<file path="config.mk">
export PLATFORM = sky130hd
export DESIGN_NAME = line_receiver_with_timeout_unit
export DESIGN_NICKNAME = d
export VERILOG_FILES = /design/src/rtl/lrt_pkg.sv /design/src/rtl/lrt_ram.sv /design/src/rtl/lrt_front.sv /design/src/rtl/lrt_queue.sv /design/src/rtl/lrt_back.sv /design/src/rtl/line_receiver_with_timeout_unit.sv
export VERILOG_INCLUDE_DIRS = /design/src /design/src/rtl
export SDC_FILE = /design/constraint.sdc
export NUM_CORES = 1
export LEC_CHECK = 0
export BUFFER_PORTS_ARGS = -buffer_cell sky130_fd_sc_hd__buf_2
export CORE_ASPECT_RATIO = 0.9
export CORE_MARGIN = 2
export CORE_UTILIZATION = 66
export DETAILED_ROUTE_END_ITERATION = 7
export GPL_TIMING_DRIVEN = 0
export HOLD_SLACK_MARGIN = 0.02
export PLACE_DENSITY = 0.85
export SLEW_MARGIN = 20
export SYNTH_ARGS = -nofsm -noshare
export SYNTH_HDL_FRONTEND = slang
export SYNTH_HIERARCHICAL = 1
export SYNTH_SLANG_ARGS = --single-unit
export TNS_END_PERCENT = 50
</file>
<file path="constraint.sdc">
create_clock -name clk -period 8.65 [get_ports clk]
set_input_delay 1.73 -clock clk [delete_from_list [all_inputs] [get_ports clk]]
set_output_delay 1.73 -clock clk [all_outputs]
set_load 0.05 [all_outputs]
</file>
<file path="src/rtl/assert_macros.svh">
// Assertion macros shared by the line receiver RTL.
`ifndef ASSERT_MACROS_SVH
`define ASSERT_MACROS_SVH

// Property must hold at every clock edge outside reset.
`define LRT_ASSERT(label, prop, msg) \
	label: assert property (@(posedge clk) disable iff (!arst_n) prop) else $error(msg);

// Condition must never be true at a clock edge outside reset.
`define LRT_NEVER(label, cond, msg) \
	label: assert property (@(posedge clk) disable iff (!arst_n) !(cond)) else $error(msg);

`endif

</file>
<file path="src/rtl/lrt_pkg.sv">
// Types and constants shared by the line receiver modules.
package lrt_pkg;

	localparam logic [7:0] LF_CHAR = 8'h0A;
	localparam logic [7:0] CR_CHAR = 8'h0D;

	localparam logic OP_BYTE = 1'b0;
	localparam logic OP_TICK = 1'b1;

	localparam int CFG_IDX_W  = 1;
	localparam int CFG_DATA_W = 16;
	localparam logic [CFG_IDX_W-1:0] CFG_IDX_MAX_CHARS = 1'b0;
	localparam logic [CFG_IDX_W-1:0] CFG_IDX_TIMEOUT   = 1'b1;

	localparam logic [3:0]  MAX_CHARS_RST = 4'd14;
	localparam logic [15:0] TIMEOUT_RST   = 16'd13100;

	// Wide enough for a line length of the largest supported store.
	localparam int LEN_W = 9;

	typedef enum logic [1:0] {
		REASON_NEWLINE  = 2'd0,
		REASON_TIMEOUT  = 2'd1,
		REASON_OVERFLOW = 2'd2
	} reason_t;

	// One finished line handed from the front to the back.
	typedef struct packed {
		logic             bank;
		logic [LEN_W-1:0] len;
		reason_t          reason;
		logic             empty;
	} desc_t;

endpackage

</file>
<file path="src/rtl/lrt_ram.sv">
// Generic single write port RAM with a registered read port.
module lrt_ram #(
	parameter int WIDTH = 8,
	parameter int DEPTH = 32
) (
	input  logic                     clk,
	input  logic                     we,
	input  logic [$clog2(DEPTH)-1:0] waddr,
	input  logic [WIDTH-1:0]         wdata,
	input  logic                     re,
	input  logic [$clog2(DEPTH)-1:0] raddr,
	output logic [WIDTH-1:0]         rdata
);
	logic [WIDTH-1:0] mem_q [DEPTH];
	logic [WIDTH-1:0] rdata_q;

	always_ff @(posedge clk) begin
		if (we) begin
			mem_q[waddr] <= wdata;
		end
		if (re) begin
			rdata_q <= mem_q[raddr];
		end
	end

	assign rdata = rdata_q;
endmodule

</file>
<file path="src/rtl/lrt_front.sv">
// Front end: takes bytes and ticks, fills the line store, detects line ends.
`include "assert_macros.svh"
module lrt_front #(
	parameter int STORE_DEPTH = 16
) (
	input  logic                           clk,
	input  logic                           arst_n,
	input  logic                           s_tvalid,
	output logic                           s_tready,
	input  logic [7:0]                     s_tdata,
	input  logic                           s_tuser,
	input  logic                           cfg_we,
	input  logic [lrt_pkg::CFG_IDX_W-1:0]  cfg_index,
	input  logic [lrt_pkg::CFG_DATA_W-1:0] cfg_wdata,
	output logic                           push,
	output lrt_pkg::desc_t                 push_desc,
	input  logic                           line_done,
	output logic                           ram_we,
	output logic [$clog2(STORE_DEPTH):0]   ram_waddr,
	output logic [7:0]                     ram_wdata
);
	import lrt_pkg::*;

	localparam int CW   = $clog2(STORE_DEPTH + 1);
	localparam int AW   = $clog2(STORE_DEPTH);
	localparam int CMPW = (CW > 4) ? CW : 4;

	logic [3:0]    max_chars_q;
	logic [15:0]   timeout_q;
	logic [CW-1:0] count_q, count_d, cnt_nx;
	logic          run_q, run_d;
	logic [15:0]   idle_q, idle_d, idle_nx;
	logic          bank_q, bank_d;
	logic [1:0]    outst_q;
	logic          acc, is_term, ovf, tmo, finish;

	assign s_tready = (outst_q != 2'd2);
	assign acc      = s_tvalid && s_tready;
	assign is_term  = (s_tdata == LF_CHAR) || (s_tdata == CR_CHAR);
	assign cnt_nx   = count_q + CW'(1);
	assign ovf      = (CMPW'(cnt_nx) >= CMPW'(max_chars_q)) || (cnt_nx == CW'(STORE_DEPTH));
	assign idle_nx  = (idle_q == 16'hFFFF) ? idle_q : idle_q + 16'd1;
	assign tmo      = (idle_nx >= timeout_q);

	assign ram_waddr = {bank_q, count_q[AW-1:0]};
	assign ram_wdata = s_tdata;

	always_comb begin
		push             = 1'b0;
		finish           = 1'b0;
		push_desc.bank   = bank_q;
		push_desc.len    = LEN_W'(count_q);
		push_desc.reason = REASON_NEWLINE;
		push_desc.empty  = 1'b0;
		ram_we           = 1'b0;
		count_d          = count_q;
		run_d            = run_q;
		idle_d           = idle_q;
		if (acc) begin
			if (s_tuser == OP_BYTE) begin
				if (is_term) begin
					push            = 1'b1;
					finish          = 1'b1;
					push_desc.empty = (count_q == '0);
				end else begin
					ram_we = 1'b1;
					if (ovf) begin
						push             = 1'b1;
						finish           = 1'b1;
						push_desc.len    = LEN_W'(cnt_nx);
						push_desc.reason = REASON_OVERFLOW;
					end else begin
						count_d = cnt_nx;
						run_d   = 1'b1;
						idle_d  = '0;
					end
				end
			end else if (run_q) begin
				if (tmo) begin
					push             = 1'b1;
					finish           = 1'b1;
					push_desc.reason = REASON_TIMEOUT;
				end else begin
					idle_d = idle_nx;
				end
			end
		end
		if (finish) begin
			count_d = '0;
			run_d   = 1'b0;
			idle_d  = '0;
		end
		// A line with bytes hands its bank to the back end; the next line uses the other one.
		bank_d = (finish && !push_desc.empty) ? !bank_q : bank_q;
	end

	always_ff @(posedge clk or negedge arst_n) begin
		if (!arst_n) begin
			max_chars_q <= MAX_CHARS_RST;
			timeout_q   <= TIMEOUT_RST;
			count_q     <= '0;
			run_q       <= 1'b0;
			idle_q      <= '0;
			bank_q      <= 1'b0;
			outst_q     <= '0;
		end else begin
			if (cfg_we) begin
				unique case (cfg_index)
					CFG_IDX_MAX_CHARS: max_chars_q <= cfg_wdata[3:0];
					CFG_IDX_TIMEOUT:   timeout_q   <= cfg_wdata;
					default: ;
				endcase
			end
			count_q <= count_d;
			run_q   <= run_d;
			idle_q  <= idle_d;
			bank_q  <= bank_d;
			if (push && !line_done) begin
				outst_q <= outst_q + 2'd1;
			end else if (!push && line_done) begin
				outst_q <= outst_q - 2'd1;
			end
		end
	end

	`LRT_ASSERT(a_count_in_store, count_q < CW'(STORE_DEPTH), "stored count reached store depth")
	`LRT_NEVER(a_outst_range, outst_q == 2'd3, "more than two lines outstanding")
	`LRT_NEVER(a_done_without_line, line_done && (outst_q == 2'd0), "line done with none outstanding")
endmodule

</file>
<file path="src/rtl/lrt_queue.sv">
// Two-entry queue of finished line descriptors between front and back.
`include "assert_macros.svh"
module lrt_queue (
	input  logic           clk,
	input  logic           arst_n,
	input  logic           push,
	input  lrt_pkg::desc_t push_desc,
	input  logic           pop,
	output logic           head_valid,
	output lrt_pkg::desc_t head_desc
);
	import lrt_pkg::*;

	desc_t      ent_q [2];
	logic       wr_ptr_q, rd_ptr_q;
	logic [1:0] fill_q;

	assign head_valid = (fill_q != 2'd0);
	assign head_desc  = ent_q[rd_ptr_q];

	always_ff @(posedge clk) begin
		if (push) begin
			ent_q[wr_ptr_q] <= push_desc;
		end
	end

	always_ff @(posedge clk or negedge arst_n) begin
		if (!arst_n) begin
			wr_ptr_q <= 1'b0;
			rd_ptr_q <= 1'b0;
			fill_q   <= '0;
		end else begin
			if (push) begin
				wr_ptr_q <= !wr_ptr_q;
			end
			if (pop) begin
				rd_ptr_q <= !rd_ptr_q;
			end
			if (push && !pop) begin
				fill_q <= fill_q + 2'd1;
			end else if (!push && pop) begin
				fill_q <= fill_q - 2'd1;
			end
		end
	end

	`LRT_NEVER(a_push_full, push && (fill_q == 2'd2), "push into a full queue")
	`LRT_NEVER(a_pop_empty, pop && (fill_q == 2'd0), "pop from an empty queue")
endmodule

</file>
<file path="src/rtl/lrt_back.sv">
// Back end: reads a finished line from the store and sends it byte by byte.
`include "assert_macros.svh"
module lrt_back #(
	parameter int STORE_DEPTH = 16
) (
	input  logic                         clk,
	input  logic                         arst_n,
	input  logic                         head_valid,
	input  lrt_pkg::desc_t               head_desc,
	output logic                         pop,
	output logic                         ram_re,
	output logic [$clog2(STORE_DEPTH):0] ram_raddr,
	input  logic [7:0]                   ram_rdata,
	output logic                         line_done,
	output logic                         m_tvalid,
	input  logic                         m_tready,
	output logic [7:0]                   m_tdata,
	output logic [2:0]                   m_tuser,
	output logic                         m_tlast
);
	import lrt_pkg::*;

	localparam int CW = $clog2(STORE_DEPTH + 1);
	localparam int AW = $clog2(STORE_DEPTH);

	typedef enum logic [1:0] {
		B_IDLE = 2'b01,
		B_RUN  = 2'b10
	} back_state_t;

	back_state_t   state_q;
	desc_t         cur_q;
	logic [CW-1:0] idx_q;
	logic          rd_pend_s1;
	logic          out_valid_q;
	logic [7:0]    out_byte_q;
	reason_t       out_reason_q;
	logic          out_last_q, out_empty_q;
	logic          out_free;

	assign out_free  = !out_valid_q || m_tready;
	assign pop       = (state_q == B_IDLE) && head_valid && out_free;
	assign ram_re    = (state_q == B_RUN) && !rd_pend_s1 && out_free;
	assign ram_raddr = {cur_q.bank, idx_q[AW-1:0]};
	assign line_done = out_valid_q && m_tready && out_last_q;

	assign m_tvalid = out_valid_q;
	assign m_tdata  = out_byte_q;
	assign m_tuser  = {out_empty_q, out_reason_q};
	assign m_tlast  = out_last_q;

	always_ff @(posedge clk) begin
		if (pop) begin
			cur_q <= head_desc;
		end
		if (pop && head_desc.empty) begin
			out_byte_q   <= '0;
			out_reason_q <= head_desc.reason;
			out_last_q   <= 1'b1;
			out_empty_q  <= 1'b1;
		end else if (rd_pend_s1) begin
			out_byte_q   <= ram_rdata;
			out_reason_q <= cur_q.reason;
			out_last_q   <= (idx_q == cur_q.len[CW-1:0]);
			out_empty_q  <= 1'b0;
		end
	end

	always_ff @(posedge clk or negedge arst_n) begin
		if (!arst_n) begin
			state_q     <= B_IDLE;
			idx_q       <= '0;
			rd_pend_s1  <= 1'b0;
			out_valid_q <= 1'b0;
		end else begin
			rd_pend_s1 <= ram_re;
			if ((pop && head_desc.empty) || rd_pend_s1) begin
				out_valid_q <= 1'b1;
			end else if (m_tready) begin
				out_valid_q <= 1'b0;
			end
			unique case (state_q)
				B_IDLE: begin
					if (pop && !head_desc.empty) begin
						idx_q   <= '0;
						state_q <= B_RUN;
					end
				end
				B_RUN: begin
					if (ram_re) begin
						idx_q <= idx_q + CW'(1);
					end
					// The byte that arrives with the index at the line length is the last one.
					if (rd_pend_s1 && (idx_q == cur_q.len[CW-1:0])) begin
						state_q <= B_IDLE;
					end
				end
				default: state_q <= B_IDLE;
			endcase
		end
	end

	`LRT_ASSERT(a_read_in_run, rd_pend_s1 |-> (state_q == B_RUN), "read data outside a line")
	`LRT_NEVER(a_load_over_busy, rd_pend_s1 && out_valid_q, "read data would overwrite a pending result")
endmodule

</file>
<file path="src/rtl/line_receiver_with_timeout_unit.sv">
// Top level of the line receiver with idle timeout.
//
//  Port group   Direction  Payload
//  s_*          in         tdata[7:0] rx_byte, tuser[0] op (0 byte, 1 tick)
//  m_*          out        tdata[7:0] line_byte, tuser[1:0] end_reason,
//                          tuser[2] is_empty, tlast is_last
//  cfg_*        in         index 0 max_chars, index 1 timeout_limit
//
// The front takes one item per cycle; it holds off input while two finished lines
// are still waiting for or in the output path.
// The back sends a line byte by byte through a registered store read, then the output
// register; each read waits for the one before it to land; an empty line skips the store.
// The line store is two banks of STORE_DEPTH bytes, each padded up to a power of two,
// so a new line fills while the last drains.
// Reset is asynchronous and needs no clearing pass; store entries are always written first.
module line_receiver_with_timeout_unit #(
	parameter int STORE_DEPTH = 16
) (
	input  logic                           clk,
	input  logic                           arst_n,
	input  logic                           s_tvalid,
	output logic                           s_tready,
	input  logic [7:0]                     s_tdata,   // rx_byte
	input  logic                           s_tuser,   // op
	output logic                           m_tvalid,
	input  logic                           m_tready,
	output logic [7:0]                     m_tdata,   // line_byte
	output logic [2:0]                     m_tuser,   // end_reason[1:0], is_empty
	output logic                           m_tlast,
	input  logic                           cfg_we,
	input  logic [lrt_pkg::CFG_IDX_W-1:0]  cfg_index,
	input  logic [lrt_pkg::CFG_DATA_W-1:0] cfg_wdata
);
	import lrt_pkg::*;

	localparam int RAW       = $clog2(STORE_DEPTH) + 1;
	localparam int RAM_DEPTH = 2 ** RAW;

	logic           push, pop, head_valid, line_done;
	desc_t          push_desc, head_desc;
	logic           ram_we, ram_re;
	logic [RAW-1:0] ram_waddr, ram_raddr;
	logic [7:0]     ram_wdata, ram_rdata;

	lrt_front #(.STORE_DEPTH(STORE_DEPTH)) u_front (
		.clk       (clk),
		.arst_n    (arst_n),
		.s_tvalid  (s_tvalid),
		.s_tready  (s_tready),
		.s_tdata   (s_tdata),
		.s_tuser   (s_tuser),
		.cfg_we    (cfg_we),
		.cfg_index (cfg_index),
		.cfg_wdata (cfg_wdata),
		.push      (push),
		.push_desc (push_desc),
		.line_done (line_done),
		.ram_we    (ram_we),
		.ram_waddr (ram_waddr),
		.ram_wdata (ram_wdata)
	);

	lrt_queue u_queue (
		.clk        (clk),
		.arst_n     (arst_n),
		.push       (push),
		.push_desc  (push_desc),
		.pop        (pop),
		.head_valid (head_valid),
		.head_desc  (head_desc)
	);

	lrt_ram #(.WIDTH(8), .DEPTH(RAM_DEPTH)) u_store (
		.clk   (clk),
		.we    (ram_we),
		.waddr (ram_waddr),
		.wdata (ram_wdata),
		.re    (ram_re),
		.raddr (ram_raddr),
		.rdata (ram_rdata)
	);

	lrt_back #(.STORE_DEPTH(STORE_DEPTH)) u_back (
		.clk        (clk),
		.arst_n     (arst_n),
		.head_valid (head_valid),
		.head_desc  (head_desc),
		.pop        (pop),
		.ram_re     (ram_re),
		.ram_raddr  (ram_raddr),
		.ram_rdata  (ram_rdata),
		.line_done  (line_done),
		.m_tvalid   (m_tvalid),
		.m_tready   (m_tready),
		.m_tdata    (m_tdata),
		.m_tuser    (m_tuser),
		.m_tlast    (m_tlast)
	);
endmodule
</file>
# After elaboration in Yosys (flattened, before gate mapping)

Memory sizes are Yosys's and may differ from the RTL's. A register that Yosys moved wholly into a read port is not among the register bits.
Index checks and enable logic that the tools add are counted.

Register bits: 78
Bits in latches: 0
Bits in writable memories: 282
Memory bits (read-only): 0
Input bits: 31
Output and inout bits: 14
Memories kept: 2

$add $sub $neg: 7
Multiply operators: 0
Divide/modulo/power cells: 0
Magnitude comparators: 2
Equality and inequality tests: 18
Shifts and indexed selects: 0
Muxes and demuxes: 54
Bitwise logic cells: 1
Reduce and logical (&&, ||, !) cells: 43

Memories:

| name          | depth | bits a word | read ports | clocked after memory_dff | write ports | line            | source |
|---|---|---|---|---|---|---|---|
| u_store.mem_q | 32    | 8           | 1          | 1                        | 1           | lrt_ram.sv:14   | `logic [WIDTH-1:0] mem_q [DEPTH];` |
| u_queue.ent_q | 2     | 13          | 1          | 0                        | 1           | lrt_queue.sv:14 | `desc_t ent_q [2];` |

Operators by type and width:

| cell                                                | count |
|---|---|
| two-way mux 16 bit                                  | 8 |
| two-way mux 5 bit                                   | 7 |
| two-way mux 1 bit                                   | 23 |
| two-way mux 2 bit                                   | 10 |
| adder 16 x 1 -> 16 bit, second input constant       | 1 |
| equality test 16 bit, second input constant         | 1 |
| equality test 8 x 4 -> 1 bit, second input constant | 2 |
| greater-or-equal comparator 16 bit                  | 1 |
| logical AND 1 bit                                   | 15 |
| nonzero test 2 bit                                  | 7 |
| two-way mux 12 bit                                  | 1 |
| two-way mux 11 bit                                  | 1 |
| adder 5 x 1 -> 5 bit, second input constant         | 2 |
| zero test 1 bit                                     | 10 |
| case mux 5 bit (2 select lines)                     | 1 |
| two-way mux 9 bit                                   | 1 |
| != test 3 x 2 -> 1 bit, second input constant       | 3 |
| != test 2 x 1 -> 1 bit, second input constant       | 4 |
| two-way mux 7 bit                                   | 1 |
| != test 2 bit, second input constant                | 3 |
| AND reduction 2 bit                                 | 3 |
| equality test 5 bit                                 | 1 |
| equality test 5 bit, second input constant          | 1 |
| greater-or-equal comparator 5 x 4 -> 1 bit          | 1 |
| other kinds (12)                                    | 17 |

# Depth between registers and ports, before layout

Gate-level depths: netlist of the first run.

Depth after elaboration: 11
Depth in mapped cells: 18
Mapped depth without buffers: 18

# Cells and area by module

The synthesis of the first run kept the hierarchy.

Modules (own cells, without submodules):

| module    | instances | cells each | area each (sq um) | sequential area each (sq um) |
|---|---|---|---|---|
| lrt_ram   | 1         | 417        | 10133.5           | 7927.6 |
| lrt_front | 1         | 312        | 3094.2            | 1138.6 |
| lrt_back  | 1         | 97         | 1212.4            | 726.9 |
| lrt_queue | 1         | 55         | 1121.1            | 880.8 |

# Least setup slack after synthesis of the first run

OpenSTA, ideal clock, no wires.

Kind: reg-to-reg
Start point: register u_front.idle_q[3]
End point: memory u_queue/ent_q[0][0] (netlist name), enable pin
Data arrival time: 3.629 ns
Required time: 8.266 ns
Slack: 4.637 ns
Cell stages (with the launch flop): 14
Buffers on the path: 0
Period minus slack after synthesis: 4.013 ns
Cell sequence: dfrtp_1 -> and3_4 -> nand2_2 -> nor4_2 -> nand3_1 -> mux2_4 -> ha_1 -> nand4_2 -> nor3_2 -> or4b_4 -> nand3_4 -> o21ai_2 -> nor2_1 -> nor2b_1

Cells in the longest elaborated chain, start to end: 9
Elaborated cells between the ends (all ways): 10
Those cells by class: add/sub: 1; order compare: 1; eq/ne: 1; mux: 7

RTL lines:

| element                                                        | line                                  | source |
|---|---|---|
| start: declaration                                             | lrt_front.sv:32                       | `logic [15:0] idle_q, idle_d, idle_nx;` |
| start signal: assignment                                       | lrt_front.sv:116                      | `idle_q <= idle_d;` |
| adder 16 x 1 -> 16 bit or equality test 16 bit (tied branches) | lrt_front.sv:42                       | `assign idle_nx = (idle_q == 16'hFFFF) ? idle_q : idle_q + 16'd1;` |
| two-way mux 16 bit *                                           | lrt_front.sv:42                       |  |
| greater-or-equal comparator 16 bit *                           | lrt_front.sv:43                       | `assign tmo = (idle_nx >= timeout_q);` |
| two-way mux 1 bit *                                            | lrt_front.sv:79                       | `if (tmo) begin` |
| two-way mux 1 bit *                                            | lrt_front.sv:78                       | `end else if (run_q) begin` |
| two-way mux 1 bit *                                            | lrt_front.sv:60                       | `if (s_tuser == OP_BYTE) begin` |
| two-way mux 1 bit *                                            | lrt_front.sv:59                       | `if (acc) begin` |
| net push                                                       | line_receiver_with_timeout_unit.sv:39 | `logic push, pop, head_valid, line_done;` |
| two-way mux 1 bit *                                            | lrt_queue.sv:22                       | `if (push) begin` |
| two-way mux 1 bit (not written as such) *                      | lrt_queue.sv:23                       | `ent_q[wr_ptr_q] <= push_desc;` |
| end: declaration                                               | lrt_queue.sv:14                       |  |

Mark *: on every way through the listed nets, which the timed path passes. The rest lies on a longest branch.

# Worst setup path in the final report of the first run

Start point: register u_front.idle_q[3]
End point: memory u_queue/ent_q[0][2] (netlist name), enable pin

The elaborated chain is that of the path after synthesis.

==> flow_summary.ini, run 1 <==
[outcome]
outcome = finished clean

[route]
route.detailed.vias_per_inst = 6.45
final_antenna_net_count = 0
post-route-drc-count = 0
vias = 8167
drt_first_pass_iters = 5
routed_wire_per_std_cell_um = 25.1
wirelength_mm = 31.7
drt_iter0_markers = 854

[worst_setup_path]
max_stage_delay_ns = 0.70
crit_buf_inv = 0
cp_slowest_cell = nor2b_1
r2r-end = u_queue/ent_q[0][2]$_DFFE_PP_
worst_setup_path_end_kind = flop
reg2reg_depth = 13
ff2ff_setup_slack_ns = 4.00
crit_cells = 13
ordered_list_of_cells_on_the_worst_path = and3_4, nand2_2, nor4_2, nand3_1, mux2_4, ha_1, nand4_2, nor3_2, or4b_4, nand3_4, o21ai_2, nor2_1, nor2b_1
critPathLaunch = u_front/idle_q[3]$_DFFE_PN0P_
critical_path.top_delay_family = simple AND/OR/NAND/NOR gates
timing.critical_path.required_ns = 8.79
timing.critical_path.from_type = flop
crit_path_max_fanout = 9
startpoint_to_endpoint_class_of_the_critical_path = reg2reg
crit_arrival_ns = 4.79
regToRegStartpoint = u_front/idle_q[3]$_DFFE_PN0P_

[sta]
worstMarginPinSlew_ns = 1.01
finalHoldViolations = 0
maxSlewHeadroom = 0.324
setup_violations = 0
fmaxAchievable_ghz = 0.215
rsz0062_at_grt = no
final_critical_path_setup_slack_ns = 4.00
hold-worst-slack_ns = 0.451
period_share = 0.537
timing.setup.tns_ns = 0
slew_violations = 0
fin_worst_skew_ns = 0.0153
layout_min_cycle_time_ns = 4.65

[final_layout]
final_layout_size_suffix_gt1_frac = 0.291
fill_cells = 1251
layout.cells.most_common = edfxtp_1
nets = 1003
synthToLayoutAreaGrowth_pct = 10.9
final_util = 0.749
n_antenna_cell = 0
final_cell_mix = edfxtp_1 (292), mux4_2 (80), nor2_1 (63)

[placement]
io_buffer_count = 44
place_hpwl_mm = 19.6
gpl.final_weighted_congestion = 0.837
post_place_setup_slack_ns = 4.08

[clocking]
cts_resized = 0
worstSkewPairLatency_ns = 0.51
cts_tree = done
cts_buffers = 36
setup_fix_buffers_added_after_clock_tree_synthesis = 0
cts_buffer_depth = 3
tritoncts_num_sinks = 360
post_cts_hold_buffer_count = 0
cts.reportedPaths.clkPinSlew_ns = 0.06
ctsHtreeMaxLevel = 2
cts_root_buf = clkbuf_16

[power_and_ir_drop]
leakage_nw = 5.91
clkPwrFrac = 0.316
p_sw_frac = 0.279
seq_power_share = 0.468
netSwitchingPower_mw = 1.27
pwr-share-comb = 0.216
power.density_cell_area_mw_per_mm2 = 270
worst_ir_drop_vdd_mv = 0.166
total_power_mw = 4.56
internal-power_mw = 3.29

[global_route]
first_global_vias = 8260
globalRoute.totalOverflow = 0
gr-usage-all-layers = 0.275
antenna_found_initial = 0
grt_first_pass_wirelength_mm = 48.5
grt_max_degree = 59

[logic_synthesis]
avgSynthCellArea_um2 = 17.6
yosys_warnings = 6
post_synth_inst_count = 864
synthesis.area_mm2 = 0.0152
syn_nets = 921

[hold_path]
hold_path.startpoint = u_back/out_empty_q$_SDFFE_PP1P_
timing.hold.worst.class = reg2reg
timing.hold.worst_path_depth = 2
min_delay_worst_endpoint = u_back/out_empty_q$_SDFFE_PP1P_

[floorplanning]
placement_rows = 52
chipWidth_um = 164
chipHeight_um = 148
num_io_pins = 45
initial_core_util = 0.675
floorplan.die_area_mm2 = 0.0243
core_area_mm2 = 0.0226

[run]
drv.max_cap_violation_count = 0
-- power by group through the flow --
stage,Clock [mW],Sequential [mW],Combinational (mW)
after floorplan,0,2.22,0.649
after global placement,0,2.15,0.938
after detailed placement,0,2.16,0.969
after CTS,1.46,2.13,0.986
after global routing,1.52,2.15,1.07
final,1.44,2.13,0.986
-- tightest hold or removal path, stage by stage, from the launching register on --
cell and delay (ns):
dfxtp_1 0.31, inv_1 0.04, o21ai_0 0.05
-- sequential cells by signal, indices dropped and copies added, names as in the netlist, 4 cells and up --
signal / cells
u_store/mem_q: 256
u_queue/ent_q: 18
u_back/idx_q: 5
u_back/cur_q: 7
u_front/timeout_q: 16
u_front/idle_q: 16
u_front/max_chars_q: 4
u_front/count_q: 5
u_store/rdata: 8
u_back/m_tdata: 8
-- stage by stage --
stage / cell area (um^2) / cells
final: 16900 / 1267
after detailed placement: 15800 / 1205
after floorplan: 15200 / 864
after global placement: 15800 / 1205
after CTS: 16900 / 1267
after global routing: 16900 / 1267
-- area by class of cell --
class,instances,area (um^2),share of cell area
Buffer,52,340,0.0201
Clock buffer,55,1040,0.0617
Clock inverter,7,30.0,0.00178
Inverter,28,105,0.00622
Multi-Input combinational cell,424,4360,0.258
Sequential cell,360,10400,0.617
Tap cell,297,372,0.0220
Timing Repair Buffer,44,223,0.0132
-- per-layer routing --
metal | up-vias | track usage | share of wire
li1 | 3518 | - | -
met1 | 4129 | 0.392 | 0.40
met2 | 455 | 0.422 | 0.47
met3 | 65 | 0.0731 | 0.10
met4 | 0 | 0.0930 | 0.029
met5 | - | 0 | 0
-- worst max path at each step --
stage	endpoint	slack, ns
floorplan	u_queue/ent_q[0][0]$_DFFE_PP_	4.82
global placement	u_queue/ent_q[0][1]$_DFFE_PP_	4.16
detailed placement	u_store/mem_q[4][5]$_DFFE_PP_	4.08
CTS	u_queue/ent_q[0][7]$_DFFE_PP_	4.01
global route	u_queue/ent_q[0][6]$_DFFE_PP_	3.71
finish	u_queue/ent_q[0][2]$_DFFE_PP_	4.00
Note: power is estimated with default switching activity, not from simulation.
==> run 2: changes to the inputs <==
--- a/config.mk
+++ b/config.mk
@@ -9,11 +9,11 @@
 export BUFFER_PORTS_ARGS = -buffer_cell sky130_fd_sc_hd__buf_2
 export CORE_ASPECT_RATIO = 0.9
 export CORE_MARGIN = 2
-export CORE_UTILIZATION = 66
+export CORE_UTILIZATION = 56
 export DETAILED_ROUTE_END_ITERATION = 7
 export GPL_TIMING_DRIVEN = 0
 export HOLD_SLACK_MARGIN = 0.02
-export PLACE_DENSITY = 0.85
+export PLACE_DENSITY = 0.77
 export SLEW_MARGIN = 20
 export SYNTH_ARGS = -nofsm -noshare
 export SYNTH_HDL_FRONTEND = slang
==> constraint.sdc (replaced) <==
create_clock -name clk -period 3.9 [get_ports clk]
set_input_delay 0.78 -clock clk [delete_from_list [all_inputs] [get_ports clk]]
set_output_delay 0.78 -clock clk [all_outputs]
set_load 0.05 [all_outputs]
==> run 2 against run 1 <==
  * Register-to-register slack worse by 3.8 ns
  * First-iteration DRC count is 18% lower
  * Worst hold slack worse by 0.12 ns
  * Routed wire length is 4.0% lower
  * Clock power is 130% higher
  * Sequential share of layout area is 1.1 points lower
  * Setup slack worse by 3.8 ns
  * Maximum frequency is 25% higher
  * Critical endpoint is now u_queue/fill_q[1]$_DFFE_PN0P_
  * Largest cell class unchanged
==> flow_summary.ini, run 2 (synthesized netlist as in run 1, its figures left out) <==
[final_layout]
seqCellArea_mm2 = 0.0104
top_regs = u_store/mem_q: 256 flops, u_queue/ent_q: 18 flops
register_bank_with_the_most_flops = u_store/mem_q
number_of_flip_flops_under_the_largest_register_name = 256
final_cell_mix = edfxtp_1 (292), mux4_2 (80), nor2_1 (60)
final_layout_size_suffix_gt1_frac = 0.320
n_antenna_cell = 0
fill_cells = 1810
multiInputGateArea_mm2 = 0.00447
synthToLayoutAreaGrowth_pct = 12.9
layout.cells.most_common = edfxtp_1
nets = 1009
post-route-cell-area_mm2 = 0.0172
final_util = 0.640

[clocking]
cts_tree = done
cts_buffers = 36
tritoncts_num_sinks = 360
cts_root_buf = clkbuf_16
cts_buffer_depth = 3
ctsHtreeMaxLevel = 2
cts.reportedPaths.clkPinSlew_ns = 0.06
worstSkewPairLatency_ns = 0.52

[placement]
gpl.final_weighted_congestion = 0.810
placed_area_mm2 = 0.0159
place_hpwl_mm = 19.1
io_buffer_count = 44

[global_route]
grt_use_met2 = 0.335
met1_grt_util = 0.328
gr-usage-all-layers = 0.222
grt_max_degree = 59
grt_first_pass_wirelength_mm = 46.3
globalRoute.totalOverflow = 0
grt_use_met3 = 0.0455
first_global_vias = 7766
gr-max-usage-layer = met2
antenna_found_initial = 1

[power_and_ir_drop]
p_sw_frac = 0.275
clkPwrFrac = 0.328
seq_power_share = 0.459
pwr-share-comb = 0.213
internal-power_mw = 7.48
leakage_nw = 6.00
netSwitchingPower_mw = 2.83
power.density_cell_area_mw_per_mm2 = 599
total_power_mw = 10.3
worst_ir_drop_vdd_mv = 0.300

[sta]
slew_violations = 0
layout_min_cycle_time_ns = 3.73
worstMarginPinSlew_ns = 1.08
rsz0062_at_grt = yes
period_share = 0.956
timing.setup.tns_ns = 0
fin_worst_skew_ns = 0.0178
maxSlewHeadroom = 0.279
finalHoldViolations = 0
fmaxAchievable_ghz = 0.268
setup_violations = 0

[worst_setup_path]
startpoint_to_endpoint_class_of_the_critical_path = reg2reg
max_stage_delay_ns = 0.52
crit_arrival_ns = 4.14
timing.critical_path.required_ns = 4.31
ordered_list_of_cells_on_the_worst_path = ha_2, nand2_2, nor3_4, nand2_2, or2b_2, nor2_1, xnor2_1, ha_1, nand2_1, nor3_2, or4b_4, nand3_4, o21ai_4, nor2_4, ha_2, xor2_2, nor2_2, xor2_1
crit_path_max_fanout = 6
worst_setup_path_end_kind = flop
timing.critical_path.from_type = flop
cp_slowest_cell = or4b_4

[floorplanning]
core_area_mm2 = 0.0269
chipWidth_um = 178
chipHeight_um = 161
placement_rows = 57
num_io_pins = 45
floorplan.die_area_mm2 = 0.0286
initial_core_util = 0.567

[route]
drt_first_pass_iters = 5
routed_wire_per_std_cell_um = 22.9
route.detailed.vias_per_inst = 5.96
final_antenna_net_count = 0
wirelength_mm = 30.5
vias = 7941
post-route-drc-count = 0
drt_iter0_markers = 702

[run]
drv.max_cap_violation_count = 0

[outcome]
outcome = finished clean

[hold_path]
timing.hold.worst.class = in2async
-- run 2: through the flow --
step / hold slack [ns] / cells / worst slack, ns
detailed placement: 0.453 / 1262 / -0.546
finish: 0.326 / 1332 / 0.170
global route: 0.390 / 1332 / -0.0517
CTS: 0.357 / 1327 / 0.0271
floorplan: 0.431 / 864 / 0.0698
global placement: 0.444 / 1262 / -0.580
-- run 2: final timing paths --
kind / to / cells past startpoint / start / slack (ns)
max: u_queue/fill_q[1]$_DFFE_PN0P_ / 18 / u_front/idle_q[0]$_DFFE_PN0P_ / 0.17
min: u_front/timeout_q[7]$_DFFE_PN0P_ / 1 / arst_n / 0.33
max reg2reg: u_queue/fill_q[1]$_DFFE_PN0P_ / 18 / u_front/idle_q[0]$_DFFE_PN0P_ / 0.17
min reg2reg: u_back/out_empty_q$_SDFFE_PP1P_ / 2 / u_back/out_empty_q$_SDFFE_PP1P_ / 0.46
max in group asynchronous: u_front/idle_q[0]$_DFFE_PN0P_ / 1 / arst_n / 3.03
min in group clk: u_back/out_empty_q$_SDFFE_PP1P_ / 2 / u_back/out_empty_q$_SDFFE_PP1P_ / 0.46
-- run 2: repair_timing --
| item | CTS | global route |
|---|---|---|
| endpoints found under the setup margin | 22 | 22 |
| pin swaps | 0 | 5 |
| hold endpoints to repair | 0 | 0 |
| hold buffers | 0 | 0 |
| cloned | 1 | 0 |
| setup buffers | 0 | 5 |
| gates resized for setup | 6 | 18 |
-- run 2: area by class of cell --
| type | count | area share |
|---|---|---|
| flip-flops and latches | 360 | 0.606 |
| multi-input cells | 425 | 0.259 |
| clock buffers | 42 | 0.0549 |
| well taps | 354 | 0.0257 |
| plain buffers | 52 | 0.0198 |
| repair buffers | 49 | 0.0151 |
| clock inverters | 22 | 0.0125 |
| inverters | 28 | 0.00611 |
-- run 2: worst max-delay path, delay by kind of cell (launching register included) --
family | cells | cell delay (ns)
DFF | 1 | 0.45
adders and majority gates | 3 | 0.77
xor gates and xnor gates | 3 | 0.39
AOI/OAI and AO/OA | 1 | 0.10
and+or+nand+nor | 11 | 1.92
-- run 2: per-layer routing --
layer	share of wire	wire [um]
met1	0.43	13000
met2	0.47	14400
met3	0.077	2350
met4	0.024	739
met5	0.00043	13
-- run 2: power groups by stage --
stage          combinational, mW  sequential, mW  clock, mW
5_1_grt                     2.40            4.76       3.60
2_1_floorplan               1.44            4.93          0
4_1_cts                     2.18            4.73       3.44
3_3_place_gp                2.09            4.78          0
3_5_place_dp                2.14            4.79          0
6_report                    2.20            4.73       3.38
